$ cat config.mk
export PLATFORM = sky130hd
export DESIGN_NAME = nns_queue
export DESIGN_NICKNAME = d
export VERILOG_FILES = /design/src/rtl/core/nns_pkg.sv /design/src/rtl/core/nns_queue.sv
export SDC_FILE = /design/constraint.sdc
export NUM_CORES = 1
export LEC_CHECK = 0
export BUFFER_PORTS_ARGS = -buffer_cell sky130_fd_sc_hd__buf_2
export CORE_UTILIZATION = 35
export CTS_CLUSTER_SIZE = 16
export DETAILED_ROUTE_END_ITERATION = 7
export GPL_ROUTABILITY_DRIVEN = 1
export PLACE_DENSITY_LB_ADDON = 0.08
export RECOVER_POWER = 25
export SLEW_MARGIN = 10
export SYNTH_ARGS = -nofsm -noshare
export SYNTH_HDL_FRONTEND = slang
export SYNTH_SLANG_ARGS = --single-unit
$ cat constraint.sdc
create_clock -name i_clk -period 2.3 [get_ports i_clk]
set_input_delay 0.345 -clock i_clk [delete_from_list [all_inputs] [get_ports i_clk]]
set_output_delay 0.345 -clock i_clk [all_outputs]
set_load 0.02 [all_outputs]
$ cat src/rtl/core/nns_pkg.sv
// shared types and constants for the nearest-neighbor scaler
// no dependencies
package nns_pkg;

    localparam int MAX_WIDTH = 4096;                  // line buffer depth in pixels
    localparam int BUF_AW    = $clog2(MAX_WIDTH);     // line buffer address width
    localparam int ROWLEN_W  = BUF_AW + 1;            // holds a row length up to MAX_WIDTH
    localparam int PIX_W     = 24;                    // bgr pixel
    localparam int QDEPTH    = 4;                     // result queue entries
    localparam int QAW       = $clog2(QDEPTH);
    localparam int QCW       = $clog2(QDEPTH + 1);
    localparam int CFG_AW    = 3;
    localparam int CFG_DW    = 16;

    typedef enum logic [0:0] {
        CMD_LOAD = 1'b0,
        CMD_EMIT = 1'b1
    } t_cmd;

    typedef enum logic [2:0] {
        ST_STORED    = 3'd0,
        ST_SKIPPED   = 3'd1,
        ST_BUSY      = 3'd2,
        ST_EMITTED   = 3'd3,
        ST_NOT_READY = 3'd4
    } t_status;

    typedef enum logic [CFG_AW-1:0] {
        CFG_IN_WIDTH       = 3'd0,
        CFG_IN_HEIGHT      = 3'd1,
        CFG_OUT_WIDTH      = 3'd2,
        CFG_OUT_HEIGHT     = 3'd3,
        CFG_COL_STEP_WHOLE = 3'd4,
        CFG_COL_STEP_REM   = 3'd5,
        CFG_ROW_STEP_WHOLE = 3'd6,
        CFG_ROW_STEP_REM   = 3'd7
    } t_cfg_idx;

    // result descriptor from the front, without the pixel
    typedef struct packed {
        t_status    status;
        logic       row_end;
        logic       frame_end;
        logic [1:0] pad_bytes;
    } t_desc;

    // one complete result as held in the queue
    typedef struct packed {
        t_desc             desc;
        logic [PIX_W-1:0]  pixel;
    } t_result;

endpackage

$ cat src/rtl/core/nns_queue.sv
// short result queue between the front end and the output port
// depends on nns_pkg; counts in-flight descriptors against its free space
module nns_queue
    import nns_pkg::*;
(
    input  logic    i_clk,
    input  logic    i_rst_n,
    input  logic    i_inflight,
    output logic    o_room,
    input  logic    i_push,
    input  t_result i_data,
    output logic    o_vld,
    input  logic    i_rdy,
    output t_result o_data
);

    t_result          r_mem [QDEPTH];
    logic [QAW-1:0]   r_wr_ptr, r_rd_ptr;
    logic [QCW-1:0]   r_count, n_count;
    logic             pop;
    logic [QCW:0]     used;

    assign o_vld  = (r_count != '0);
    assign o_data = r_mem[r_rd_ptr];
    assign pop    = o_vld && i_rdy;
    // room for one more item beyond those already accepted upstream
    assign used   = (QCW+1)'(r_count) + (QCW+1)'(i_inflight);
    assign o_room = (used < (QCW+1)'(QDEPTH));

    always_comb begin
        n_count = r_count;
        if (i_push && !pop) begin
            n_count = r_count + QCW'(1);
        end else if (!i_push && pop) begin
            n_count = r_count - QCW'(1);
        end
    end

    always_ff @(posedge i_clk) begin
        if (!i_rst_n) begin
            r_wr_ptr <= '0;
            r_rd_ptr <= '0;
            r_count  <= '0;
        end else begin
            if (i_push) begin
                r_wr_ptr <= r_wr_ptr + QAW'(1);
            end
            if (pop) begin
                r_rd_ptr <= r_rd_ptr + QAW'(1);
            end
            r_count <= n_count;
        end
    end

    always_ff @(posedge i_clk) begin
        if (i_push) begin
            r_mem[r_wr_ptr] <= i_data;
        end
    end

    a_no_overflow: assert property (@(posedge i_clk) disable iff (!i_rst_n)
        i_push |-> (r_count < QCW'(QDEPTH) || pop))
        else $error("push into full result queue");

    a_count_bound: assert property (@(posedge i_clk) disable iff (!i_rst_n)
        r_count <= QCW'(QDEPTH))
        else $error("result queue count out of range");

    a_room_reserved: assert property (@(posedge i_clk) disable iff (!i_rst_n)
        (o_room && !i_inflight) |=> (i_push || r_count < QCW'(QDEPTH)))
        else $error("queue filled without reservation");

endmodule

Word-level counts from Yosys, hierarchy flattened. Memory sizes are Yosys's and may differ from the RTL's. A register that Yosys moved wholly into a read port is not among the register bits. Cells that the tools add are included.

Flip-flop bits (word level): 7. Memory bits (writable): 124. Input bits: 36. Memories kept: 1.

Memory list: r_mem (depth 4, bits a word 31, rd ports 1, clocked after memory_dff 1, write ports 1, line nns_queue.sv:17) `t_result r_mem [QDEPTH];`.

Add/sub/neg operators: 5. $lt $le $gt $ge: 1. Muxes and demuxes: 6. Reduce and logical (&&, ||, !) cells: 7.

Operators by type and width (count): $mux W3 (2); $add A2 B1 Y2 const B (2); $add A3 B1 Y4 (1); $lt A4 B3 Y1 const B (1); $mux W2 (2); $add A3 B1 Y3 const B (1); $logic_and A1 B1 Y1 (3); $reduce_bool A3 Y1 (1); $sub A3 B1 Y3 const B (1); $logic_not A1 Y1 (2); $mux W1 (2); $reduce_bool A2 Y1 (1).

Longest topological paths before layout.
Depth in word-level cells: 5. Mapped depth: 7. Depth with buffers taken out: 7.

Worst setup path before layout. No wires, ideal clock.

Path type: register to register. Start point: reg r_count[1]. End point: reg r_count[2]. Library setup time: 0.070 ns. Data arrival time: 1.827 ns. Required time: 2.230 ns. Slack: 0.404 ns. Cell stages (with the launch flop): 8. Path buffers: 0. Clock period less this slack: 1.896 ns. Path through: dfxtp_1 o31ai_4 ha_1 inv_1 fa_1 xor2_1 or3_1 a21boi_1.

Cells in the longest elaborated chain, start to end: 5. Elaborated cells on any way between the ends: 10. Those cells by class: add/sub (2); mux (2); reduce/logical (6).

Ends and longest elaborated chain: from (decl) (line nns_queue.sv:19) `logic [QCW-1:0] r_count, n_count;`; from (signal assigned) (line nns_queue.sv:51) `r_count <= n_count;`; parallel branches: the longest is 5 deep, another holds $sub A3 B1 Y3.

Several ways; the timed one is not identified. The select of a mux whose other input is x is not followed. A chain may end at the register's enable or synchronous reset.

==> impl_summary.log <==
[metrics] maximum number of buffers from clock root to sink: 2
[metrics] start point of the worst hold path: i_data[23]
[metrics] Iteration-0 DRC Markers: 173
[metrics] Die Width: 121 um
[metrics] WHS Path Cells: 1
[metrics] num rows: 43
[metrics] number of global-route vias before repair: 2443
[metrics] via total after detailed routing: 2280
[metrics] most common flop cell mapped by yosys: edfxtp_1
[metrics] unrepaired setup endpoints after global routing: false
[metrics] DR vias/cell: 4.72
[metrics] most instantiated cells after synthesis: edfxtp_1 (124), mux4_2 (31), and2_1 (9), dfxtp_1 (9), ha_1 (5)
[metrics] first-pass iteration count of the detailed router: 4
[metrics] clock root buffer: clkbuf_16
[metrics] post-cts gate resize count: 0
[metrics] Synthesized Nets: 246
[metrics] Residual DRC: 0
[metrics] part of the Yosys area used for sequential elements: 78.9%
[metrics] Worst Slack Setup Final: 0.179 ns
[metrics] kind of critical path: reg2out
[metrics] number of enable flip-flop cells after synthesis: 124
[metrics] Cells after DPL: 454
[metrics] non-filler instance count after layout: 483
[metrics] worst skew pair latency: 0.41 ns
[metrics] count of antenna-violating nets left after detailed routing: 0
[metrics] worst min-delay path category: in2reg
[metrics] CP startpoint kind: flip-flop
[metrics] sequential fraction of design power: 42.9%
[metrics] number of fillers in the final layout: 1218
[metrics] Worst setup EP type: output pin
[metrics] Worst-Margin Slew: 0.505 ns
[metrics] Final Critical Period: 2.12 ns
[metrics] clock-pin slew on the worst setup and hold paths: 0.05 ns
[metrics] minimum setup slack after placement: 0.302 ns
[metrics] synth-to-layout area growth: 22.9%
[metrics] start of the worst register-to-register path: r_count[1]
[metrics] overall power of the completed layout: 6880 uW
[metrics] net switching component of the power: 1790 uW
[metrics] Final GP Congestion: 0.660
[metrics] top cell type by total area after synthesis: edfxtp_1
[metrics] sum of net half-perimeters after detailed placement: 5290 um
[metrics] antenna violations before repair: 0
[metrics] Die H: 121 um
[metrics] Overall Global Routing Usage: 13.5%
[metrics] Clock Skew: 0.0103 ns
[metrics] post-cts hold buffer count: 0
[metrics] port buffer count: 68
[metrics] max cap viols: 0
[metrics] delay of the slowest cell on the worst path: 0.53 ns
[metrics] aggregate negative setup slack: 0 ns
[metrics] global-route wire length before repair: 13600 um
[metrics] mean routed wirelength per cell: 18.1 um
[metrics] clock network fraction of total power: 35.1%
[metrics] maximum number of pins on one net before global-route repair: 32
[metrics] worst-case register-to-register setup slack: 0.29 ns
[metrics] # H-tree levels: 4
[metrics] full die area: 14600 um2
[metrics] endpoints failing hold: 0
[metrics] Avg Cell Area, Syn: 24.2 um2
[metrics] Max-Slew Margin vs Limit: 66.4%
[metrics] critical path required time: 1.96 ns
[metrics] netlist area before placement: 4950 um2
[metrics] leakage power total: 0.00202 uW
[metrics] overall overflow remaining after global route: 0
[metrics] most frequently used cell type in the post-synthesis netlist: edfxtp_1
[metrics] length in cells of the worst reg-to-reg path: 7
[metrics] logic gate share of total power: 22.1%
[metrics] result of the run: finished, final reports clean
[metrics] max-slew violation count: 0
[metrics] terminating pin of the worst hold path: r_mem[2][23]
[metrics] clock sink total: 133
[metrics] share of the synthesized area in the top cell type: 75.3%
[metrics] fraction of layout cells with a size suffix above 1: 37.6%
[metrics] number of distinct library cells after synthesis: 19
[metrics] I/O pin count: 69
[metrics] Critical Path Slowest Stage Cell: mux4_2
[metrics] switching fraction of total power: 26.0%
[metrics] power density of the placed cells: 1130 nW/um2
[metrics] maximum fanout encountered on the critical timing path: 14
[metrics] cells after synthesis: 204
[metrics] top cells by area in the synthesized netlist: edfxtp_1 (75%), mux4_2 (14%), dfxtp_1 (3.6%)
[metrics] design internal power: 5090 uW
[metrics] total number of nets in the final design: 335
[metrics] achievable frequency: 0.471 GHz
[metrics] starting density of the core: 35.8%
[metrics] flops & latches, synth: 133
[metrics] Yosys warning count: 0
[metrics] post-route clock period utilization: 92.2%
[metrics] final setup violation count: 0
[metrics] clock tree from TritonCTS: done
[metrics] worst path cell trace: buf_12 -> mux4_2 -> buf_2
[metrics] fraction of synthesis flops using an asynchronous set or reset pin: 0%
[metrics] Max VDD drop: 0.000523 V
[metrics] Core Region: 13800 um2
[metrics] Inserted Clock Buffers: 17
[metrics] Final Routed Wirelength: 8740 um
[metrics] count of inserted antenna diode cells: 0
[metrics] post-CTS setup buffer count: 0
[metrics] worst reg2reg path endpoint: r_count[2]
[metrics] signal arrival time at the worst endpoint: 1.78 ns
## routing by layer
| metal | wire length, um | vias up | global-route usage (%) |
|---|---|---|---|
| li1 | - | 1029 | - |
| met1 | 3930 | 1171 | 16.9 |
| met2 | 4160 | 66 | 20.4 |
| met3 | 497 | 14 | 5.12 |
| met4 | 156 | 0 | 6.71 |
| met5 | 0 | - | 0 |
## cell families after synthesis
logic type / after synthesis / share of synthesized area [%]
flip-flops: 133 / 78.9
multiplexers: 33 / 14.5
XOR/XNOR: 5 / 0.886
AND/OR/NAND/NOR: 13 / 1.64
AO/OA/AOI/OAI: 5 / 1.14
adder cells (fa/ha/maj): 6 / 1.67
buffers and inverters: 9 / 1.21
## cell type report
type | count | area, um2 | share of cell area [%]
Sequential cell | 133 | 3910 | 64.3
Multi-Input combinational cell | 62 | 987 | 16.2
Clock buffer | 19 | 433 | 7.12
Timing Repair Buffer | 76 | 424 | 6.98
Tap cell | 180 | 225 | 3.70
Clock inverter | 10 | 91.3 | 1.50
Inverter | 3 | 11.3 | 0.185
## critical path: cells and delay by family (launching register included)
kind | cells | cell delay [ns]
DFF | 1 | 0.45
buffers and inverters | 2 | 0.38
muxes | 1 | 0.53
## metrics by stage
stage / hold WS, ns / util [%] / area (um2)
2_1_floorplan: 0.444 / - / 4950
3_3_place_gp: 0.557 / 40.4 / 5580
3_5_place_dp: 0.555 / 40.4 / 5580
4_1_cts: 0.132 / 44.1 / 6100
5_1_grt: 0.153 / 44.0 / 6080
6_report: 0.163 / 44.0 / 6080
## worst max-delay path by stage
stage	end	cells after the start
after detailed placement	r_count[2]	7
final	o_data[22]	3
after global placement	r_count[2]	7
after floorplan	r_count[2]	7
after global routing	o_data[6]	3
after CTS	o_data[22]	3
## power by group through the flow
stage               registers [uW]  logic, uW  clock network, uW
floorplan                     2930       1120                  0
global placement              3000       1560                  0
detailed placement            3000       1560                  0
CTS                           2950       1560               2480
global route                  2970       1650               2580
finish                        2950       1520               2410
## sequential cells by signal, indices dropped and copies added, names as in the netlist, named ones only
signal,count
r_mem,124
r_wr_ptr,2
r_count,3
r_rd_ptr,2
## layout by cell type, fill, tap and decap left out
| master | synthesis | layout |
|---|---|---|
| a21boi_1 | 1 | 1 |
| a31oi_1 | 1 | 1 |
| and2_1 | 9 | 5 |
| and2_2 | 0 | 4 |
| buf_12 | 0 | 4 |
| buf_2 | 3 | 47 |
| buf_4 | 0 | 4 |
| bufinv_16 | 0 | 2 |
| clkbuf_1 | 0 | 23 |
| clkbuf_16 | 0 | 17 |
| clkinv_1 | 0 | 7 |
| clkinv_2 | 0 | 1 |
| dfxtp_1 | 9 | 7 |
| dfxtp_2 | 0 | 1 |
| dfxtp_4 | 0 | 1 |
| edfxtp_1 | 124 | 124 |
| fa_1 | 1 | 1 |
| ha_1 | 5 | 5 |
| inv_1 | 3 | 3 |
| mux2i_1 | 2 | 2 |
| mux4_2 | 31 | 31 |
| nor2b_1 | 2 | 2 |
| o21ai_0 | 1 | 1 |
| o311ai_2 | 1 | 1 |
| o31ai_4 | 1 | 1 |
| or3_1 | 2 | 2 |
| xnor2_1 | 3 | 3 |
| xor2_1 | 2 | 2 |
No activity file was read; power rests on OpenSTA's default activity.
