## src/rtl/core/nns_pkg.sv

```systemverilog
// shared types and constants for the nearest-neighbor scaler
// no dependencies
package nns_pkg;

    localparam int MAX_WIDTH = 4096;                  // line buffer depth in pixels
    localparam int BUF_AW    = $clog2(MAX_WIDTH);     // line buffer address width
    localparam int ROWLEN_W  = BUF_AW + 1;            // holds a row length up to MAX_WIDTH
    localparam int PIX_W     = 24;                    // bgr pixel
    localparam int QDEPTH    = 4;                     // result queue entries
    localparam int QAW       = $clog2(QDEPTH);
    localparam int QCW       = $clog2(QDEPTH + 1);
    localparam int CFG_AW    = 3;
    localparam int CFG_DW    = 16;

    typedef enum logic [0:0] {
        CMD_LOAD = 1'b0,
        CMD_EMIT = 1'b1
    } t_cmd;

    typedef enum logic [2:0] {
        ST_STORED    = 3'd0,
        ST_SKIPPED   = 3'd1,
        ST_BUSY      = 3'd2,
        ST_EMITTED   = 3'd3,
        ST_NOT_READY = 3'd4
    } t_status;

    typedef enum logic [CFG_AW-1:0] {
        CFG_IN_WIDTH       = 3'd0,
        CFG_IN_HEIGHT      = 3'd1,
        CFG_OUT_WIDTH      = 3'd2,
        CFG_OUT_HEIGHT     = 3'd3,
        CFG_COL_STEP_WHOLE = 3'd4,
        CFG_COL_STEP_REM   = 3'd5,
        CFG_ROW_STEP_WHOLE = 3'd6,
        CFG_ROW_STEP_REM   = 3'd7
    } t_cfg_idx;

    // result descriptor from the front, without the pixel
    typedef struct packed {
        t_status    status;
        logic       row_end;
        logic       frame_end;
        logic [1:0] pad_bytes;
    } t_desc;

    // one complete result as held in the queue
    typedef struct packed {
        t_desc             desc;
        logic [PIX_W-1:0]  pixel;
    } t_result;

endpackage

```

## src/rtl/core/nns_front.sv

```systemverilog
// front end: config registers, command classification, row/column stepping
// depends on nns_pkg; drives the line buffer ram ports
module nns_front
    import nns_pkg::*;
(
    input  logic                i_clk,
    input  logic                i_rst_n,
    input  logic                i_cfg_we,
    input  logic [CFG_AW-1:0]   i_cfg_addr,
    input  logic [CFG_DW-1:0]   i_cfg_wdata,
    input  logic                i_vld,
    output logic                o_rdy,
    input  t_cmd                i_cmd,
    input  logic [PIX_W-1:0]    i_pixel,
    input  logic                i_room,
    output logic                o_ram_we,
    output logic [BUF_AW-1:0]   o_ram_waddr,
    output logic [PIX_W-1:0]    o_ram_wdata,
    output logic                o_ram_re,
    output logic [BUF_AW-1:0]   o_ram_raddr,
    output logic                o_desc_vld,
    output t_desc               o_desc
);

    // configuration
    logic [12:0] r_in_width, r_col_step_whole;
    logic [15:0] r_in_height, r_out_width, r_out_height;
    logic [15:0] r_col_step_rem, r_row_step_whole, r_row_step_rem;

    // load and emit state
    logic [BUF_AW-1:0] r_load_col, n_load_col;
    logic [15:0]       r_load_row, n_load_row;
    logic [15:0]       r_target_row, n_target_row;
    logic [15:0]       r_target_rem, n_target_rem;
    logic              r_buffer_full, n_buffer_full;
    logic [15:0]       r_emit_col, n_emit_col;
    logic [15:0]       r_emit_row, n_emit_row;
    logic [BUF_AW-1:0] r_src_col, n_src_col;
    logic [15:0]       r_src_rem, n_src_rem;

    logic  r_desc_vld;
    t_desc r_desc, n_desc;

    logic                accept;
    logic [ROWLEN_W-1:0] row_len;
    logic [ROWLEN_W-1:0] col_inc;
    logic                load_last;
    logic [16:0]         row_inc;
    logic                is_target;
    logic [16:0]         ecol_inc, erow_inc;
    logic                rend, fend;
    logic [16:0]         src_rem_sum, tgt_rem_sum;
    logic                src_ovf, tgt_ovf;
    logic [BUF_AW-1:0]   src_col_step;
    logic [15:0]         tgt_row_step;

    assign o_rdy  = i_room;
    assign accept = i_vld && i_room;

    always_ff @(posedge i_clk) begin
        if (!i_rst_n) begin
            r_in_width       <= 13'd1;
            r_in_height      <= 16'd1;
            r_out_width      <= 16'd1;
            r_out_height     <= 16'd1;
            r_col_step_whole <= 13'd1;
            r_col_step_rem   <= 16'd0;
            r_row_step_whole <= 16'd1;
            r_row_step_rem   <= 16'd0;
        end else if (i_cfg_we) begin
            case (t_cfg_idx'(i_cfg_addr))
                CFG_IN_WIDTH:       r_in_width       <= i_cfg_wdata[12:0];
                CFG_IN_HEIGHT:      r_in_height      <= i_cfg_wdata;
                CFG_OUT_WIDTH:      r_out_width      <= i_cfg_wdata;
                CFG_OUT_HEIGHT:     r_out_height     <= i_cfg_wdata;
                CFG_COL_STEP_WHOLE: r_col_step_whole <= i_cfg_wdata[12:0];
                CFG_COL_STEP_REM:   r_col_step_rem   <= i_cfg_wdata;
                CFG_ROW_STEP_WHOLE: r_row_step_whole <= i_cfg_wdata;
                CFG_ROW_STEP_REM:   r_row_step_rem   <= i_cfg_wdata;
                default: ;
            endcase
        end
    end

    always_comb begin
        // effective row length: zero acts as one, capped at the buffer depth
        if (r_in_width == 13'd0) begin
            row_len = ROWLEN_W'(1);
        end else if (ROWLEN_W'(r_in_width) > ROWLEN_W'(MAX_WIDTH)) begin
            row_len = ROWLEN_W'(MAX_WIDTH);
        end else begin
            row_len = ROWLEN_W'(r_in_width);
        end
        col_inc   = ROWLEN_W'(r_load_col) + ROWLEN_W'(1);
        load_last = (col_inc >= row_len);
        row_inc   = {1'b0, r_load_row} + 17'd1;
        is_target = (r_load_row == r_target_row);

        ecol_inc = {1'b0, r_emit_col} + 17'd1;
        erow_inc = {1'b0, r_emit_row} + 17'd1;
        rend     = (ecol_inc >= {1'b0, r_out_width});
        fend     = rend && (erow_inc >= {1'b0, r_out_height});

        // exact rational stepping: whole part plus one conditional carry
        src_col_step = r_src_col + r_col_step_whole[BUF_AW-1:0];
        src_rem_sum  = {1'b0, r_src_rem} + {1'b0, r_col_step_rem};
        src_ovf      = (src_rem_sum >= {1'b0, r_out_width});
        tgt_row_step = r_target_row + r_row_step_whole;
        tgt_rem_sum  = {1'b0, r_target_rem} + {1'b0, r_row_step_rem};
        tgt_ovf      = (tgt_rem_sum >= {1'b0, r_out_height});

        n_load_col    = r_load_col;
        n_load_row    = r_load_row;
        n_target_row  = r_target_row;
        n_target_rem  = r_target_rem;
        n_buffer_full = r_buffer_full;
        n_emit_col    = r_emit_col;
        n_emit_row    = r_emit_row;
        n_src_col     = r_src_col;
        n_src_rem     = r_src_rem;
        n_desc        = '{status: ST_NOT_READY, row_end: 1'b0, frame_end: 1'b0,
                          pad_bytes: 2'd0};
        o_ram_we      = 1'b0;
        o_ram_re      = 1'b0;

        if (accept) begin
            if (i_cmd == CMD_LOAD) begin
                if (r_buffer_full) begin
                    n_desc.status = ST_BUSY;
                end else begin
                    n_desc.status = is_target ? ST_STORED : ST_SKIPPED;
                    o_ram_we      = is_target;
                    if (load_last) begin
                        n_load_col = '0;
                        if (is_target) begin
                            n_buffer_full = 1'b1;
                        end
                        n_load_row = (row_inc >= {1'b0, r_in_height}) ? 16'd0 : row_inc[15:0];
                    end else begin
                        n_load_col = col_inc[BUF_AW-1:0];
                    end
                end
            end else begin
                if (r_buffer_full) begin
                    o_ram_re         = 1'b1;
                    n_desc.status    = ST_EMITTED;
                    n_desc.row_end   = rend;
                    n_desc.frame_end = fend;
                    n_desc.pad_bytes = rend ? r_out_width[1:0] : 2'd0;
                    if (!rend) begin
                        n_emit_col = ecol_inc[15:0];
                        n_src_col  = src_col_step + BUF_AW'(src_ovf);
                        n_src_rem  = src_ovf ? 16'(src_rem_sum - {1'b0, r_out_width})
                                             : src_rem_sum[15:0];
                    end else begin
                        n_emit_col = '0;
                        n_src_col  = '0;
                        n_src_rem  = '0;
                        if (fend) begin
                            n_emit_row    = '0;
                            n_target_row  = '0;
                            n_target_rem  = '0;
                            n_buffer_full = 1'b0;
                        end else begin
                            n_emit_row   = erow_inc[15:0];
                            n_target_row = tgt_row_step + 16'(tgt_ovf);
                            n_target_rem = tgt_ovf ? 16'(tgt_rem_sum - {1'b0, r_out_height})
                                                   : tgt_rem_sum[15:0];
                            // a new source row must be loaded before emitting again
                            if (n_target_row != r_target_row) begin
                                n_buffer_full = 1'b0;
                            end
                        end
                    end
                end else begin
                    n_desc.status = ST_NOT_READY;
                end
            end
        end
    end

    assign o_ram_waddr = r_load_col;
    assign o_ram_wdata = i_pixel;
    assign o_ram_raddr = r_src_col;

    always_ff @(posedge i_clk) begin
        if (!i_rst_n) begin
            r_load_col    <= '0;
            r_load_row    <= '0;
            r_target_row  <= '0;
            r_target_rem  <= '0;
            r_buffer_full <= 1'b0;
            r_emit_col    <= '0;
            r_emit_row    <= '0;
            r_src_col     <= '0;
            r_src_rem     <= '0;
            r_desc_vld    <= 1'b0;
        end else begin
            r_load_col    <= n_load_col;
            r_load_row    <= n_load_row;
            r_target_row  <= n_target_row;
            r_target_rem  <= n_target_rem;
            r_buffer_full <= n_buffer_full;
            r_emit_col    <= n_emit_col;
            r_emit_row    <= n_emit_row;
            r_src_col     <= n_src_col;
            r_src_rem     <= n_src_rem;
            r_desc_vld    <= accept;
        end
    end

    // descriptor is registered alongside the ram read data, so the two line up
    always_ff @(posedge i_clk) begin
        r_desc <= n_desc;
    end

    assign o_desc_vld = r_desc_vld;
    assign o_desc     = r_desc;

    a_no_rw_same_cycle: assert property (@(posedge i_clk) disable iff (!i_rst_n)
        !(o_ram_we && o_ram_re))
        else $error("line buffer written and read in one cycle");

    a_write_only_filling: assert property (@(posedge i_clk) disable iff (!i_rst_n)
        o_ram_we |-> (!r_buffer_full && is_target))
        else $error("line buffer written while full or off target row");

    a_frame_end_clears: assert property (@(posedge i_clk) disable iff (!i_rst_n)
        (accept && i_cmd == CMD_EMIT && r_buffer_full && fend) |=> !r_buffer_full)
        else $error("buffer still full after frame end");

    a_emitted_desc: assert property (@(posedge i_clk) disable iff (!i_rst_n)
        (accept && i_cmd == CMD_EMIT && r_buffer_full) |=>
            (o_desc_vld && o_desc.status == ST_EMITTED))
        else $error("emit from full buffer did not report emitted");

endmodule

```

## config.mk

```make
export PLATFORM = sky130hd
export DESIGN_NAME = nns_front
export DESIGN_NICKNAME = d
export VERILOG_FILES = /design/src/rtl/core/nns_pkg.sv /design/src/rtl/core/nns_front.sv
export SDC_FILE = /design/constraint.sdc
export NUM_CORES = 1
export LEC_CHECK = 0
export BUFFER_PORTS_ARGS = -buffer_cell sky130_fd_sc_hd__buf_2
export CAP_MARGIN = 20
export CORE_MARGIN = 2
export CORE_UTILIZATION = 55
export DETAILED_ROUTE_END_ITERATION = 10
export GPL_ROUTABILITY_DRIVEN = 0
export GPL_TIMING_DRIVEN = 0
export PLACE_DENSITY = 0.73
export SYNTH_ARGS = -nofsm -noshare
export SYNTH_HDL_FRONTEND = slang
export SYNTH_SLANG_ARGS = --single-unit
```

## constraint.sdc

```tcl
create_clock -name i_clk -period 11.4 [get_ports i_clk]
set_input_delay 0.57 -clock i_clk [delete_from_list [all_inputs] [get_ports i_clk]]
set_output_delay 0.57 -clock i_clk [all_outputs]
set_load 0.03 [all_outputs]
```

; Word level (Yosys, flattened, before mapping)
; Index checks and enable logic that the tools add are counted.
[totals]
wordCells = 98
in_bits = 49
memories = 0
ramBits = 0
register_bits = 250
out_inout_bits = 59
rom_bits = 0
latch_bits = 0
[classes]
bitwise_logic = 2
n_mul = 0
n_reduce_logical = 16
n_eq_ne = 9
n_mux = 30
shifts = 0
n_div = 0
order_cmp = 7
n_addsub = 12
[op_table]
columns = cell, n
row1 = $mux W16, 8
row2 = $ge A17 B16 Y1, 5
row3 = $add A16 B1 Y17 const B, 3
row4 = $add A16 B16 Y17, 2
row5 = $sub A16 B16 Y16, 2
row6 = $mux W13, 2
row7 = $mux W12, 2
row8 = $add A16 B1 Y16, 1
row9 = $add A16 B16 Y16, 1
row10 = $eq A16 B16 Y1, 1
row11 = $ne A16 B16 Y1, 1
row12 = $reduce_and A2 Y1, 8
row13 = $mux W1, 15
row14 = $add A12 B1 Y13 const B, 1
row15 = $ge A13 B13 Y1, 1
row16 = $gt A13 B13 Y1 const B, 1
row17 = $logic_not A13 Y1, 1
row18 = $add A12 B1 Y12, 1
row19 = $add A12 B12 Y12, 1
row20 = $eq A3 B3 Y1 const B, 4
row21 = $reduce_and A4 Y1, 2
row22 = $eq A3 B2 Y1 const B, 2
row23 = $mux W3, 2
row24 = $reduce_and A3 Y1, 2
row25 = 5 further kinds, 7

; Logic depth before layout (Yosys ltp)
[logic_depth]
depth_word = 9
mapped_depth = 29
ltp_nobuf = 28

; Least setup slack after synthesis
; Ideal clock, no wire load.
[synth_path]
path_kind = flip-flop to flip-flop
from = reg r_row_step_rem[0]
to = reg r_buffer_full
t_required_ps = 11304
t_arrival_ps = 5806
period_less_slack_ps = 5902
path_slack_ps = 5498
n_path_buf = 1
path_stages_with_launch = 29
setup_time_ps = 96
cell_sequence = dfxtp_1 > ha_1 > inv_1 > fa_1 > nor2b_1 > o31a_1 > o41ai_1 > nor2b_1 > o21bai_1 > xor2_1 > ha_1 > and3_1 > nand4_1 > nor3_1 > a2111o_1 > a31o_1 > a21oi_2 > buf_2 > fa_1 > fa_1 > xnor2_1 > a41oi_1 > o2111ai_1 > nor4_4 > nand4_1 > a311o_1 > nor4_2 > nand4_1 > o41ai_2
[synth_via]
elab_chain_len = 9
[synth_lines]
columns = item, line_no
row1 = start: declaration, nns_front.sv:28  ; logic [15:0] r_col_step_rem, r_row_step_whole, r_row_step_rem;
row2 = start signal: assignment, nns_front.sv:79  ; CFG_ROW_STEP_REM: r_row_step_rem <= i_cfg_wdata;
row3 = $add A16 B16 Y17, nns_front.sv:109  ; tgt_rem_sum = {1'b0, r_target_rem} + {1'b0, r_row_step_rem};
row4 = $ge A17 B16 Y1, nns_front.sv:110  ; tgt_ovf = (tgt_rem_sum >= {1'b0, r_out_height});
row5 = $add A16 B1 Y16, nns_front.sv:166  ; n_target_row = tgt_row_step + 16'(tgt_ovf);
row6 = $ne A16 B16 Y1, nns_front.sv:170  ; if (n_target_row != r_target_row) begin
row7 = $mux W1, nns_front.sv:170
row8 = $mux W1, nns_front.sv:159  ; if (fend) begin
row9 = $mux W1, nns_front.sv:150  ; if (!rend) begin
row10 = $mux W1, nns_front.sv:144  ; if (r_buffer_full) begin
row11 = $mux W1, nns_front.sv:127  ; if (i_cmd == CMD_LOAD) begin
row12 = end signal: assignment, nns_front.sv:203  ; r_buffer_full <= n_buffer_full;
row13 = end: declaration, nns_front.sv:35  ; logic r_buffer_full, n_buffer_full;
; No other way between the ends.
; A chain may end at the register's enable or synchronous reset.

; Final worst setup path
; Same ends and word-level chain as after synthesis.

==> results.toml <==
[outcome]
outcome = "finished clean"

[die]
core_area_um2 = 29500
initial_core_util_pct = 55.7
rows = 63
dieArea_um2 = 31200
die_h_um = 177
io_pins = 108
die_w_um = 177

[min_path]
hold_path_end = "o_desc[6]$_SDFF_PN1_"
min_path_cells = 2
hp-start = "i_cmd"
holdCritPathClass = "in -> reg"

[place]
placed_area_um2 = 17200
dp.cells = 2575
dp_hpwl_um = 35200
io_buffers = 69

[logic_synthesis]
synthArstFlopShare_pct = 0
synth_edf_count = 0
syn-num-nets = 2326
yosysWarnings = 0
avgSynthCellArea_um2 = 7.76
synth_seq_cells = 250
seq_area_frac_synth_pct = 30.5
synth_area_um2 = 16400
synthesis.instances = 2116
synth_cell_types = 84
synth_flop_cell = "dfxtp_1"

[drt]
drt_iter0_drc = 1315
antenna_left = 0
via_per_inst = 5.91
drt-pass1-iter-count = 5
wl_per_cell_um = 18.0
routed_wl_um = 47300
vias = 15500
drc = 0

[grt]
antenna_found_initial = 4
grt-ovfl-total = 0
grtUsageTotal_pct = 29.9
grt_pass1_wl_um = 75300
grt_pass1_vias = 14600
grt_max_degree = 15

[setup_path]
critPathKind = "reg -> reg"
end_kind = "flop"
crit_path_max_fanout = 10
worst_ep_arrival_time_ps = 7810
r2r_setup_slack_ps = 4030
r2r-end = "r_buffer_full$_SDFFE_PN0P_"
rr_worst_depth = 27
crit_start = "r_row_step_rem[0]$_SDFFE_PN0P_"
startpoint_type = "flop"
crit-reg2reg-launch = "r_row_step_rem[0]$_SDFFE_PN0P_"
worst_ep_required_time_ps = 11850

[layout]
syn2layout_area_growth_pct = 11.0
drive_above_1_share_pct = 7.96
final_area_um2 = 18200
fill_cells = 2730
final_cells = 2632
nNetsFinal = 2425

[clock_tree]
clock_latency_ps = 570
cts_max_level = 1
cts_tree = "built"
cts_resized = 0
cts_buffers = 28
clock-root-buffer = "clkbuf_16"
ctsLongestPathBuffers = 3
clkTransAtPathRegs_ps = 60
cts_setup_buffers = 0
clkSinkCount = 250
hold_buffers = 0

[power_and_ir_drop]
power.density_nw_per_um2 = 117
power_leakage_nw = 7.73
irDropWorstVdd_mv = 0.117

[timing]
worst_hold_slack_ps = 273
fin_crit_ps = 7370
slew_viol_final = 0
grt_setup_unrepaired = "no"
fmax_mhz = 136
period_share_pct = 64.6
worst_slew_pin_slew_ps = 1000
skew_ps = 21.7
timing_hold_violations_final = 0
setup_viol = 0
setup-tns-final_ps = 0
max_slew_margin_pct = 33.0

[run]
cap_violations = 0
## how the worst max path moves through the flow
stage | cells past startpoint | end
CTS | 27 | r_buffer_full$_SDFFE_PN0P_
finish | 27 | r_buffer_full$_SDFFE_PN0P_
global route | 28 | r_buffer_full$_SDFFE_PN0P_
global placement | 27 | r_buffer_full$_SDFFE_PN0P_
detailed placement | 27 | r_buffer_full$_SDFFE_PN0P_
floorplan | 28 | r_buffer_full$_SDFFE_PN0P_
## metrics by stage
| step | power, mW | utilization [%] | worst slack [ps] |
|---|---|---|---|
| 5_1_grt | 2.20 | 61.7 | 3710 |
| 2_1_floorplan | 1.13 | - | 5500 |
| 3_3_place_gp | 1.21 | 58.5 | 4260 |
| 3_5_place_dp | 1.22 | 58.5 | 4130 |
| 4_1_cts | 2.14 | 61.7 | 4020 |
| 6_report | 2.13 | 61.8 | 4030 |
## where the power goes
part | switching (mW) | internal [mW]
combinational | 0.198 | 0.113
sequential | 0.00807 | 0.884
clock | 0.384 | 0.544
total | 0.590 | 1.54
## cell families (layout without fill, tap and decap cells)
logic type               after synthesis  count (layout)  synth area share, %
AND/OR/NAND/NOR                      790             790                 21.9
AO/OA/AOI/OAI                        541             541                 20.3
flip-flops                           250             250                 30.5
buffers and inverters                209             329                 5.53
adder cells (fa/ha/maj)              161             161                 12.6
XOR/XNOR                             143             143                 7.81
multiplexers                          22              22                 1.34
other                                  0               6                    0
## layout by cell type (no fill, tap or decap), types with 13 or more instances in the layout
master     instances
dfxtp_1          250
nand2_1          371
ha_1             153
buf_4             26
a211oi_1          13
o21ai_0           54
clkbuf_16         28
nand3_1           62
nand3b_1          18
xor2_1            64
o21a_1            20
clkbuf_1          83
xnor2_1           77
inv_1             81
o21ai_1           35
nand2b_1          14
and3_1            32
buf_2             77
nor2b_1           27
o2bb2ai_1         13
mux2i_1           22
a21o_1            41
nor3_1            44
nor4_1            18
nor2_1           145
a21oi_1          257
nand4_1           21
## area by class of cell
| cell class | instances | area (um2) | area share (%) |
|---|---|---|---|
| clock buffers | 43 | 867 | 4.76 |
| flip-flops and latches | 250 | 5000 | 27.5 |
| inverters | 82 | 308 | 1.69 |
| plain buffers | 127 | 599 | 3.29 |
| diodes | 6 | 15.0 | 0.0825 |
| multi-input cells | 1657 | 10500 | 57.7 |
| repair buffers | 69 | 345 | 1.90 |
| clock inverters | 8 | 82.6 | 0.454 |
| well taps | 390 | 488 | 2.68 |
## cell usage after synthesis, types with 11 or more instances
library cell | instances | area (um2)
dfxtp_1 | 250 | 5000
nand4_1 | 21 | 131
clkbuf_1 | 79 | 297
xnor2_1 | 77 | 674
clkbuf_2 | 12 | 60.1
a211oi_1 | 13 | 97.6
a21o_1 | 41 | 308
a31oi_1 | 11 | 68.8
nor3_1 | 44 | 220
o21a_1 | 20 | 150
nor2_1 | 145 | 544
xor2_1 | 64 | 561
and3_1 | 32 | 200
inv_1 | 81 | 304
nand3b_1 | 18 | 135
nor2b_1 | 27 | 169
ha_1 | 153 | 1910
o2bb2ai_1 | 13 | 114
nor4_1 | 18 | 113
nand2b_1 | 14 | 87.6
nand2_1 | 371 | 1390
o21ai_0 | 54 | 270
nand3_1 | 62 | 310
mux2i_1 | 22 | 220
o21ai_1 | 35 | 175
buf_4 | 26 | 195
a21oi_1 | 257 | 1290
## worst max-delay path: stages (launching register included)
cell and delay, ps:
dfxtp_1 340, ha_1 210, inv_1 70, fa_1 410
nor2b_1 170, o31a_1 220, o41ai_1 120, a21oi_1 230
nor2_1 110, o311ai_0 590, ha_1 390, nand4_1 120
nor3_1 80, a2111o_1 390, a31o_1 220, a21oi_2 400
buf_2 370, fa_1 280, fa_1 460, xnor2_1 170
a41oi_1 240, o2111ai_1 220, nor4_4 290, nand4_1 160
a311o_1 310, nor4_2 160, nand4_1 140, o41ai_2 380
## routing by layer
layer / GRT usage, % / wire length, um / up-vias
met2: 49.5 / 21300 / 559
met5: 0 / 0 / -
met3: 4.49 / 3550 / 104
met1: 40.0 / 20800 / 7280
li1: - / - / 7599
met4: 9.81 / 1730 / 0
No activity file was read; power rests on OpenSTA's default activity.
