### src/rtl/core/nns_ram.sv
// generic single-write, single-read ram with registered read data
// no dependencies
module nns_ram #(
    parameter int WIDTH = 8,
    parameter int DEPTH = 16
) (
    input  logic                     i_clk,
    input  logic                     i_we,
    input  logic [$clog2(DEPTH)-1:0] i_waddr,
    input  logic [WIDTH-1:0]         i_wdata,
    input  logic                     i_re,
    input  logic [$clog2(DEPTH)-1:0] i_raddr,
    output logic [WIDTH-1:0]         o_rdata
);

    logic [WIDTH-1:0] r_mem [DEPTH];
    logic [WIDTH-1:0] r_rdata;

    always_ff @(posedge i_clk) begin
        if (i_we) begin
            r_mem[i_waddr] <= i_wdata;
        end
        if (i_re) begin
            r_rdata <= r_mem[i_raddr];
        end
    end

    assign o_rdata = r_rdata;

endmodule

### config.mk
export PLATFORM = sky130hd
export DESIGN_NAME = nns_ram
export DESIGN_NICKNAME = d
export VERILOG_FILES = /design/src/rtl/core/nns_ram.sv
export SDC_FILE = /design/constraint.sdc
export NUM_CORES = 1
export LEC_CHECK = 0
export ABC_CLOCK_PERIOD_IN_PS = 2200
export BUFFER_PORTS_ARGS = -buffer_cell sky130_fd_sc_hd__buf_2
export CORE_ASPECT_RATIO = 0.8
export CORE_UTILIZATION = 60
export CTS_CLUSTER_DIAMETER = 30
export CTS_CLUSTER_SIZE = 8
export DETAILED_ROUTE_END_ITERATION = 7
export PLACE_DENSITY = 0.74
export SYNTH_ARGS = -nofsm -noshare
export SYNTH_HDL_FRONTEND = slang
export SYNTH_SLANG_ARGS = --single-unit
### constraint.sdc
create_clock -name i_clk -period 2.2 [get_ports i_clk]
set_input_delay 0.22 -clock i_clk [delete_from_list [all_inputs] [get_ports i_clk]]
set_output_delay 0.22 -clock i_clk [all_outputs]
set_load 0.03 [all_outputs]
## Word-level counts from Yosys, hierarchy flattened

Memory sizes are Yosys's and may differ from the RTL's. A register that Yosys moved wholly into a read port is not among the register bits.
Cells that the tools add are included.

- Flip-flop bits (word level): 0
- Bits in latches: 0
- Memory bits (writable): 128
- Memory bits (read-only): 0
- Bits of input ports: 19
- Output and inout port bits: 8
- Logic and storage cells: 3
- Memories kept: 1

- $add $sub $neg: 0
- Multipliers: 0
- Divide/modulo/power cells: 0
- Order comparisons: 0
- Equal/unequal tests: 0
- Shift-type cells: 0
- Multiplexer cells: 2
- Bitwise logic cells: 0
- Reductions and logical operators: 0

Memory list:

| memory | depth | bits a word | read ports | clocked after Yosys merged registers in | wr ports | RTL line | source |
|---|---|---|---|---|---|---|---|
| r_mem | 16 | 8 | 1 | 1 | 1 | 16 | `logic [WIDTH-1:0] r_mem [DEPTH];` |

Operator list:

| operator | number |
|---|---|
| two-way mux 1 bit | 2 |

## Longest topological paths before layout

Gate-level depths: netlist (run 1).

- Word-level depth: 2
- Mapped depth: 5
- Mapped depth without buffers: 3

## Least setup slack after synthesis (run 1)

No wires, ideal clock.

- Kind: in2reg
- Start: input i_waddr[2]
- End: memory r_mem[0][0], enable pin
- Setup time: 0.383 ns
- Arrival time: 1.330 ns
- Data required time: 1.817 ns
- Path slack: 0.487 ns
- Stages: 2
- Path buffers: 0
- Cells stage by stage: or3b_2 > nor3_1

RTL lines:

| item | RTL line | source |
|---|---|---|
| start: declaration | 9 | `input logic [$clog2(DEPTH)-1:0] i_waddr,` |
| end: declaration | 16 |  |

No word-level cell before the write port.

==> out/metrics.csv, run 1 <==
stage;metric;value;unit
synth;ys flop type;edfxtp_1;
placement;IO buf count;26;
global_route;vias in the first global route;2606;
worst_setup_path;CP Data Arrival Time;1790;ps
floorplan;area of the core;0.008483;sq mm
min_path;Min-Delay Startpoint;i_re;
clock_tree;CTS buffer count;17;
floorplan;overall die height;85.49;um
synth;Synth area leader;edfxtp_1;
cells_and_area;Layout Nets;303;
clock_tree;clock transition at the registers of the reported paths;60;ps
clock_tree;clk sinks;136;
synth;dominant cells by area after synthesis;edfxtp_1, mux4_2, mux4_1;
synth;post-synthesis async set-or-reset flop share;0;%
synth;Mapped Nets;248;
worst_setup_path;worst r2r path cells;3;
cells_and_area;Layout area overhead;17.28;%
synth;Yosys Warn Count;0;
synth;Synth Cell Area;0.005228;sq mm
floorplan;DIE AREA;0.009092;sq mm
worst_setup_path;Worst Setup EP;o_rdata[7];
global_route;initial antenna violation count;0;
outcome;status;finished clean;
cells_and_area;fraction of layout cells with a size suffix above 1;31.99;%
routing;Via density;6.198;
worst_setup_path;worst reg2reg endpoint;o_rdata[7];
clock_tree;Clock Path Buffers;2;
cells_and_area;fillers;509;
clock_tree;number of hold buffers added after CTS;0;
routing;DRT Pass-1 Iters;4;
routing;ANT nets after route;0;
pwr;Logic pwr share;5.1;%
routing;drt initial violations;268;
run;total of max-cap violations;0;
routing;residual DRC count;0;
timing;Peak Freq;649.8;MHz
placement;Placed Area;0.005587;sq mm
timing;worst setup margin;661.1;ps
cells_and_area;Antenna Cells;0;
pwr;PD cells;945.6;mW/mm^2
cells_and_area;sequential cell area;0.004084;sq mm
clock_tree;H-tree levels;4;
synth;average size of a mapped cell;22.83;sq um
floorplan;row cnt;30;
synth;most frequent cell after synthesis;edfxtp_1;
timing;Pins Over Slew Limit;0;
global_route;total gr overflow;0;
worst_setup_path;Reg-to-Reg Start;r_mem[2][7];
worst_setup_path;Setup CP Type;flip-flop to flip-flop;
timing;setup violators final;0;
timing;skew final;6.882;ps
cells_and_area;fin area;0.006131;sq mm
timing;Final min period;1539;ps
synth;Synth Register Bits;136;
pwr;Seq pwr share;50.7;%
routing;routed len/inst;25.04;um
worst_setup_path;setup slack, reg-to-reg;660;ps
timing;Slew @ Worst Pin;686.7;ps
placement;GP Congestion;0.7325;
timing;Final Hold Viols;0;
clock_tree;CTS Root Cell;clkbuf_8;
synth;Post-synth EDFFs;136;
global_route;largest net degree at the start of global routing;33;
timing;fin crit share;69.95;%
clock_tree;CTS tree;yes;
routing;Routed WL;10240;um
worst_setup_path;Critical Path Sink Type;flip-flop;
global_route;gr usage total;24.97;%
pwr;switching share of total power;21.76;%
timing;RSZ-0062 raised after global routing;no;
synth;register area share after synthesis;78.12;%
placement;Post-Place Worst Slack;370.9;ps
clock_tree;PostCTS Resize Cnt;0;
worst_setup_path;crit path max fanout;1;
timing;hold slack;81.69;ps
synth;Syn Inst Count;229;
pwr;power share of the clock group;44.3;%
synth;number of library cell types mapped by synthesis;18;
worst_setup_path;Worst EP required;2450;ps
cells_and_area;Multi-input gate area;0.001057;sq mm
routing;Vias;2535;
pwr;Pint;4.536;mW
min_path;hold crit path type;primary input to flip-flop;
worst_setup_path;Critical Path Source Type;flip-flop;
pwr;LEAKAGE;2.080;nW
synth;Yosys top cell area share;78.12;%
floorplan;I/O pin cnt;27;
global_route;first-pass GRT wire length;15230;um
synth;top cells by count, synth;edfxtp_1, mux4_2, a22oi_1, mux4_1, nor2_1;
timing;Slew HR;54.12;%
clock_tree;worst skew pair latency;520;ps
floorplan;Die Wd;106.4;um
pwr;P_sw;1.261;mW
placement;Detail Placement HPWL;6277;um
floorplan;Starting Density;61.62;%
timing;setup tns final;0;ps
worst_setup_path;crit path launch;r_mem[2][7];
pwr;peak supply drop;0.0007840;V
clock_tree;# Post-CTS Setup Buffers;0;
[sequential cells by signal, indices dropped and copies added, names as in the netlist]
| register | flops |
|---|---|
| r_mem | 128 |
| o_rdata | 8 |
[per-layer routing]
layer | vias to the layer above | GRT usage [%] | wire, um
met3 | 20 | 6.759 | 663
met4 | 0 | 9.470 | 182
li1 | 1092 | - | -
met5 | - | 0 | 0
met1 | 1318 | 35.43 | 4432
met2 | 105 | 37.90 | 4962
[through the flow]
step | std cells | power [mW] | util [%]
finish | 409 | 5.798 | 72.27
detailed placement | 377 | 3.282 | 65.86
floorplan | 229 | 3.158 | -
CTS | 409 | 5.831 | 72.27
global placement | 377 | 3.270 | 65.86
global route | 409 | 5.969 | 72.27
[how the worst min path moves through the flow]
stage | endpoint | slack [ps] | cells after the start
after floorplan | r_mem[0][0] | 320 | 0
after global placement | o_rdata[0] | 600 | 1
after detailed placement | o_rdata[2] | 610 | 1
after CTS | o_rdata[0] | 70 | 1
after global routing | o_rdata[6] | 70 | 1
final | o_rdata[0] | 80 | 1
[critical path, stage by stage, from the launching register on]
cell and delay, ps:
edfxtp_1 380, mux4_2 460, a22oi_1 310, nand2_1 120
[power by group through the flow]
stage / registers, mW / clock network (mW) / logic, mW
finish: 2.94 / 2.57 / 0.294
global route: 2.94 / 2.72 / 0.314
global placement: 2.99 / 0 / 0.282
floorplan: 3.01 / 0 / 0.147
detailed placement: 2.99 / 0 / 0.292
CTS: 2.94 / 2.60 / 0.295
[cells in the final DEF, fill, tap and decap left out, types with 2 or more instances in the layout]
master      instances
buf_2              26
clkinv_2            2
clkbuf_16          16
a22oi_1            16
mux4_2             18
nand3b_1            2
edfxtp_1          136
clkinv_4            3
buf_12              2
buf_4              18
mux4_1             14
inv_6               3
nand2_1             9
nand2b_1            2
nor3_1              4
clkinvlp_4          4
nor2_1             13
[kinds of logic (layout without fill, tap and decap cells)]
logic type / Yosys count / in the layout / synth area share [%]
muxes: 32 / 32 / 14.79
DFF: 136 / 136 / 78.12
buffers and inverters: 10 / 78 / 1.651
AOI/OAI and AO/OA: 16 / 16 / 2.298
and+or+nand+nor: 35 / 35 / 3.136
[cell type report]
type	instances	area share [%]
Clock inverter	14	2.061
Tap cell	112	2.286
Sequential cell	136	66.61
Clock buffer	18	6.816
Multi-Input combinational cell	83	17.24
Timing Repair Buffer	46	4.980
No activity file was read; power rests on OpenSTA's default activity.
==> run 2: changes to the inputs <==
- ABC_AREA: not set -> 1
- ABC_CLOCK_PERIOD_IN_PS: 2200 -> 1430
- clock period: 2.2 -> 1.43 ns (I/O delays scaled with it)
==> out/metrics.csv, run 2 <==
stage;metric;value;unit;change
worst_setup_path;crit path max fanout;1;;unchanged
worst_setup_path;Worst EP required;1290;ps;was 2450 ps
cells_and_area;fillers;627;;was 509
pwr;peak supply drop;0.001036;V;was 0.0007840 V
timing;Slew HR;61.81;%;was 54.12%
clock_tree;# Post-CTS Setup Buffers;0;;unchanged
timing;Final Hold Viols;0;;unchanged
timing;hold slack;96.01;ps;was 81.69 ps
min_path;hold crit path type;primary input to flip-flop;;unchanged
worst_setup_path;Reg-to-Reg Start;r_mem[2][7];;unchanged
worst_setup_path;Setup CP Type;flip-flop to output pin;;was flip-flop to flip-flop
timing;fin crit share;81.88;%;
floorplan;DIE AREA;0.01015;sq mm;was 0.009092 sq mm
synth;most frequent cell after synthesis;nand2_1;;was edfxtp_1
worst_setup_path;Critical Path, Cell by Cell;buf_2;;was mux4_2 > a22oi_1 > nand2_1
global_route;first-pass GRT wire length;21300;um;was 15,230 um
synth;dominant cells by area after synthesis;edfxtp_1, nand2_1, nand3_1;;was edfxtp_1, mux4_2, mux4_1
cells_and_area;Layout area overhead;15.64;%;was 17.28%
synth;Yosys Warn Count;0;;unchanged
global_route;total gr overflow;0;;unchanged
global_route;initial antenna violation count;0;;unchanged
routing;Routed WL;13670;um;was 10,240 um
worst_setup_path;crit-path leading delay family;flip-flops;;was multiplexers
cells_and_area;commonest non-fill, non-tap cell in the layout;nand2_1;;was edfxtp_1
synth;Synth Register Bits;136;;unchanged
floorplan;I/O pin cnt;27;;unchanged
pwr;LEAKAGE;2.943;nW;was 2.080 nW
placement;Cells after DPL;694;;was 377
routing;Vias;4047;;was 2,535
cells_and_area;Layout Nets;617;;was 303
timing;RSZ-0062 raised after global routing;no;;unchanged
worst_setup_path;CP Data Arrival Time;1030;ps;was 1790 ps
synth;Post-synth EDFFs;136;;unchanged
worst_setup_path;worst reg2reg endpoint;o_rdata[7];;unchanged
routing;DRT Pass-1 Iters;5;;was 4
cells_and_area;Multi-input gate area;0.001214;sq mm;was 0.001057 sq mm
worst_setup_path;Critical Path Source Type;flip-flop;;unchanged
clock_tree;CTS tree;yes;;unchanged
global_route;vias in the first global route;3953;;was 2,606
synth;Synth Cell Area;0.005847;sq mm;was 0.005228 sq mm
clock_tree;CTS Root Cell;clkbuf_16;;was clkbuf_8
routing;routed len/inst;18.85;um;was 25.04 um
clock_tree;H-tree levels;4;;unchanged
routing;residual DRC count;0;;unchanged
global_route;gr usage total;29.81;%;was 24.97%
timing;Slew @ Worst Pin;572.0;ps;was 686.7 ps
synth;post-synthesis async set-or-reset flop share;0;%;unchanged
routing;Via density;5.582;;was 6.198
timing;setup violators final;0;;unchanged
placement;Detail Placement HPWL;8309;um;was 6277 um
synth;Yosys top cell area share;69.85;%;was 78.12%
min_path;Hold Path Sink;o_rdata[2];;was o_rdata[0]
cells_and_area;final cell count without fillers;725;;was 409
floorplan;Die Wd;112.4;um;was 106.4 um
clock_tree;Clock Path Buffers;2;;unchanged
worst_setup_path;Buf/Inv on CP;1;;was 0
cells_and_area;Antenna Cells;0;;unchanged
outcome;status;finished clean;;unchanged
worst_setup_path;slowest CP cell;edfxtp_1;;was mux4_2
clock_tree;PostCTS Resize Cnt;0;;unchanged
routing;drt initial violations;631;;was 268
clock_tree;number of hold buffers added after CTS;0;;unchanged
floorplan;overall die height;90.30;um;was 85.49 um
floorplan;area of the core;0.009270;sq mm;was 0.008483 sq mm
clock_tree;CTS buffer count;17;;unchanged
pwr;PD cells;1396;mW/mm^2;was 945.6 mW/mm^2
timing;Peak Freq;854.1;MHz;
synth;top cells by count, synth;nand2_1, edfxtp_1, inv_1, nand3_1, nor2_1;;was edfxtp_1, mux4_2, a22oi_1, mux4_1, nor2_1
clock_tree;clk sinks;136;;unchanged
timing;Pins Over Slew Limit;0;;unchanged
timing;setup tns final;0;ps;unchanged
worst_setup_path;Critical Path Sink Type;output pin;;was flip-flop
cells_and_area;flip-flop count of the largest register after layout;128;;unchanged
timing;skew final;10.95;ps;was 6.882 ps
global_route;largest net degree at the start of global routing;33;;unchanged
floorplan;Starting Density;63.07;%;was 61.62%
synth;register area share after synthesis;69.85;%;was 78.12%
min_path;Hold Path Cell Cnt;1;;unchanged
worst_setup_path;worst r2r path cells;6;;was 3
placement;Post-Place Worst Slack;4.940;ps;was 370.9 ps
synth;Syn Inst Count;551;;was 229
synth;average size of a mapped cell;10.61;sq um;was 22.83 sq um
floorplan;row cnt;31;;was 30
timing;Final min period;1171;ps;
synth;number of library cell types mapped by synthesis;11;;was 18
worst_setup_path;crit path launch;o_rdata[4];;was r_mem[2][7]
synth;Synth area leader;edfxtp_1;;unchanged
min_path;Min-Delay Startpoint;i_re;;unchanged
run;total of max-cap violations;0;;unchanged
placement;IO buf count;26;;unchanged
cells_and_area;fraction of layout cells with a size suffix above 1;13.44;%;was 31.99%
synth;ys flop type;edfxtp_1;;unchanged
synth;Mapped Nets;570;;was 248
cells_and_area;most frequent cells in the layout;nand2_1, edfxtp_1, inv_1;;was edfxtp_1, buf_2, mux4_2, buf_4
worst_setup_path;setup slack, reg-to-reg;280;ps;was 660 ps
routing;ANT nets after route;0;;unchanged
cells_and_area;Biggest register;r_mem;;unchanged
clock_tree;worst skew pair latency;420;ps;was 520 ps
timing;worst setup margin;259.2;ps;was 661.1 ps
clock_tree;clock transition at the registers of the reported paths;60;ps;about the same
worst_setup_path;CP max stage delay;400;ps;was 460 ps
cells_and_area;Core Util, Final;72.94;%;was 72.27%
cells_and_area;sequential cell area;0.004084;sq mm;unchanged
placement;GP Congestion;0.8223;;was 0.7325
run 2: cell types whose count changed in the layout (fill, tap and decap cells not counted), moves of 3 or more:
cell and delta:
nand2_1 +164, inv_1 +100, nand3_1 +96, mux4_2 -18, a22oi_1 -16, mux4_1 -14, buf_4 +6, nor2_1 +4
nor3_1 -4, inv_6 -3
run 2: per-layer routing:
metal	GRT usage, %	wire (um)
met1	41.92	5781
met2	42.65	6049
met3	8.792	1434
met4	15.11	399
met5	0	0
run 2: final cells by class:
type | instances | area share [%]
Inverter | 102 | 5.662
Clock buffer | 19 | 6.403
Timing Repair Buffer | 52 | 5.181
Multi-Input combinational cell | 289 | 17.95
Tap cell | 115 | 2.128
Clock inverter | 12 | 2.276
Sequential cell | 136 | 60.40
run 2: per-stage QoR:
step,total power [mW],cell area [sq um]
5_1_grt,9.704,6761
4_1_cts,9.485,6761
6_report,9.436,6761
3_5_place_dp,5.185,6175
2_1_floorplan,4.949,5847
3_3_place_gp,5.167,6175
run 2: worst max-delay path by stage:
stage	endpoint	slack (ps)	cells after the start
3_3_place_gp	o_rdata[0]	40	8
4_1_cts	o_rdata[4]	230	1
2_1_floorplan	r_mem[10][0]	340	2
5_1_grt	o_rdata[7]	210	6
6_report	o_rdata[4]	260	1
3_5_place_dp	o_rdata[2]	5	8
run 2: logic make-up after synthesis:
family,Yosys count,synth area share (%)
buffers and inverters,126,9.394
DFF,136,69.85
and+or+nand+nor,289,20.76
run 2: power by group:
part / switching [mW] / internal (mW) / total, mW
combinational: 0.434 / 0.167 / 0.601
sequential: 0.0257 / 4.49 / 4.52
clock: 1.60 / 2.72 / 4.32
total: 2.06 / 7.38 / 9.44
==> run 3: changes to the inputs <==
- ABC_CLOCK_PERIOD_IN_PS: 1430 -> 950
- CORE_UTILIZATION: 60 -> 55
- PLACE_DENSITY: 0.74 -> 0.71
- clock period: 1.43 -> 0.95 ns (I/O delays scaled with it)
==> out/metrics.csv, run 3 (same netlist as run 2, synthesis figures left out) <==
stage;metric;value;unit;change
clock_tree;Clock Path Buffers;2;;unchanged
cells_and_area;Biggest register;r_mem;;unchanged
placement;IO buf count;26;;unchanged
worst_setup_path;crit path max fanout;1;;unchanged
clock_tree;clock transition at the registers of the reported paths;60;ps;about the same
clock_tree;CTS Root Cell;clkbuf_16;;unchanged
cells_and_area;flip-flop count of the largest register after layout;128;;unchanged
outcome;violated checks;negative setup slack;;
routing;Vias;4001;;was 4,047
clock_tree;clk sinks;136;;unchanged
worst_setup_path;setup slack, reg-to-reg;-130;ps;was 280 ps
timing;Slew @ Worst Pin;434.5;ps;was 572.0 ps
timing;fin crit share;119.1;%;
worst_setup_path;CP Data Arrival Time;1040;ps;was 1030 ps
floorplan;I/O pin cnt;27;;unchanged
floorplan;Starting Density;56.87;%;was 63.07%
timing;Final Hold Viols;0;;unchanged
worst_setup_path;slowest CP cell;edfxtp_1;;unchanged
worst_setup_path;critical path depth;1;;unchanged
cells_and_area;Layout area overhead;25.04;%;was 15.64%
routing;Via density;5.292;;was 5.582
routing;DRT Pass-1 Iters;6;;was 5
routing;ANT nets after route;0;;unchanged
clock_tree;CTS buffer count;17;;unchanged
pwr;Pint;10.68;mW;was 7.379 mW
pwr;LEAKAGE;3.144;nW;was 2.943 nW
worst_setup_path;Critical Path, Cell by Cell;buf_6;;was buf_2
timing;Pins Over Slew Limit;0;;unchanged
cells_and_area;commonest non-fill, non-tap cell in the layout;nand2_1;;unchanged
worst_setup_path;crit-path leading delay family;flip-flops;;unchanged
pwr;Seq pwr share;49.8;%;was 47.9%
worst_setup_path;worst reg2reg endpoint;o_rdata[2];;was o_rdata[7]
placement;Placed Area;0.006419;sq mm;was 0.006175 sq mm
cells_and_area;fillers;692;;was 627
cells_and_area;Core Util, Final;71.11;%;was 72.94%
worst_setup_path;CP max stage delay;450;ps;was 400 ps
routing;residual DRC count;0;;unchanged
timing;Peak Freq;883.7;MHz;
timing;skew final;7.421;ps;was 10.95 ps
floorplan;overall die height;94.22;um;was 90.30 um
clock_tree;number of hold buffers added after CTS;0;;unchanged
global_route;largest net degree at the start of global routing;55;;was 33
pwr;PD cells;1871;mW/mm^2;was 1396 mW/mm^2
cells_and_area;fin area;0.007311;sq mm;was 0.006761 sq mm
cells_and_area;Layout Nets;625;;was 617
worst_setup_path;worst r2r path cells;6;;unchanged
worst_setup_path;Critical Path Source Type;flip-flop;;unchanged
cells_and_area;sequential cell area;0.004084;sq mm;unchanged
floorplan;Die Wd;117.3;um;was 112.4 um
worst_setup_path;Critical Path Sink Type;output pin;;unchanged
min_path;hold crit path type;primary input to flip-flop;;unchanged
worst_setup_path;Setup CP Type;flip-flop to output pin;;unchanged
clock_tree;CTS tree;yes;;unchanged
floorplan;row cnt;33;;was 31
timing;Final min period;1132;ps;
timing;setup violators final;16;;was 0
clock_tree;H-tree levels;4;;unchanged
global_route;first-pass GRT wire length;20360;um;was 21,300 um
worst_setup_path;crit path launch;o_rdata[6];;was o_rdata[4]
clock_tree;worst skew pair latency;410;ps;was 420 ps
floorplan;DIE AREA;0.01105;sq mm;was 0.01015 sq mm
global_route;initial antenna violation count;0;;unchanged
timing;Slew HR;71.00;%;was 61.81%
pwr;switching share of total power;21.90;%;was 21.80%
outcome;status;finished with violations;;was finished clean
pwr;power share of the clock group;42.0;%;was 45.7%
pwr;P_sw;2.996;mW;was 2.057 mW
routing;Routed WL;13400;um;was 13,670 um
global_route;total gr overflow;0;;unchanged
global_route;gr usage total;26.59;%;was 29.81%
pwr;Logic pwr share;8.2;%;was 6.4%
clock_tree;# Post-CTS Setup Buffers;0;;unchanged
floorplan;area of the core;0.01028;sq mm;was 0.009270 sq mm
placement;Detail Placement HPWL;8348;um;was 8309 um
timing;setup tns final;-1721;ps;was 0 ps
worst_setup_path;Worst Setup EP;o_rdata[6];;was o_rdata[4]
worst_setup_path;Reg-to-Reg Start;r_mem[13][2];;was r_mem[2][7]
pwr;peak supply drop;0.002052;V;was 0.001036 V
timing;hold slack;51.99;ps;was 96.01 ps
worst_setup_path;Buf/Inv on CP;1;;unchanged
cells_and_area;most frequent cells in the layout;nand2_1, edfxtp_1, inv_1;;unchanged
placement;Post-Place Worst Slack;-347.8;ps;was 4.940 ps
worst_setup_path;Worst EP required;850;ps;was 1290 ps
routing;routed len/inst;17.72;um;was 18.85 um
cells_and_area;Antenna Cells;0;;unchanged
cells_and_area;fraction of layout cells with a size suffix above 1;27.27;%;was 13.44%
placement;GP Congestion;0.8792;;was 0.8223
cells_and_area;Multi-input gate area;0.001569;sq mm;was 0.001214 sq mm
run;total of max-cap violations;0;;unchanged
global_route;vias in the first global route;3885;;was 3,953
routing;drt initial violations;457;;was 631
timing;worst setup margin;-181.6;ps;was 259.2 ps
timing;RSZ-0062 raised after global routing;yes;;was no
-- run 3: cell count changes in the layout (fill, tap and decap cells not counted), sizes merged --
cell,change
bufinv,-2
clkbuf,+4
clkinvlp,-5
clkinv,+1
buf,+8
-- run 3: worst min path at each step --
| stage | slack, ps | to | startpoint | cells after the start |
|---|---|---|---|---|
| detailed placement | 480 | o_rdata[6] | i_re | 1 |
| floorplan | 190 | r_mem[0][0] | i_wdata[0] | 0 |
| global route | 50 | o_rdata[3] | i_re | 1 |
| global placement | 480 | o_rdata[5] | i_raddr[3] | 3 |
| finish | 50 | o_rdata[1] | i_re | 1 |
| CTS | 40 | o_rdata[1] | i_re | 1 |
-- run 3: per-stage QoR --
step                      cells  total power [mW]
final                       756             13.68
after global routing        756             14.07
after CTS                   756             13.65
after detailed placement    727             7.869
after global placement      727             7.840
after floorplan             551             7.454
-- run 3: power by group through the flow --
stage               Combinational (mW)  Sequential [mW]  Clock [mW]
CTS                               1.03             6.81        5.80
finish                            1.12             6.81        5.75
detailed placement               0.945             6.92           0
global route                      1.21             6.82        6.03
floorplan                        0.479             6.97           0
global placement                 0.919             6.92           0
-- run 3: timing repair --
item,in CTS,in global routing
pin swaps,42,28
setup endpoints to repair,16,16
resized for setup,44,49
cloned,0,0
-- run 3: metal layers --
layer	vias up	global-route usage (%)	routed length, um
li1	1887	-	-
met1	1906	35.16	5457
met2	180	40.78	6429
met3	28	7.290	1219
met4	0	12.45	291
met5	-	0	0
-- run 3: layout make-up --
cell class / count / area share [%]
flip-flops and latches: 136 / 55.86
multi-input cells: 289 / 21.46
repair buffers: 60 / 8.181
clock buffers: 23 / 6.127
inverters: 102 / 5.237
well taps: 140 / 2.396
clock inverters: 6 / 0.7359
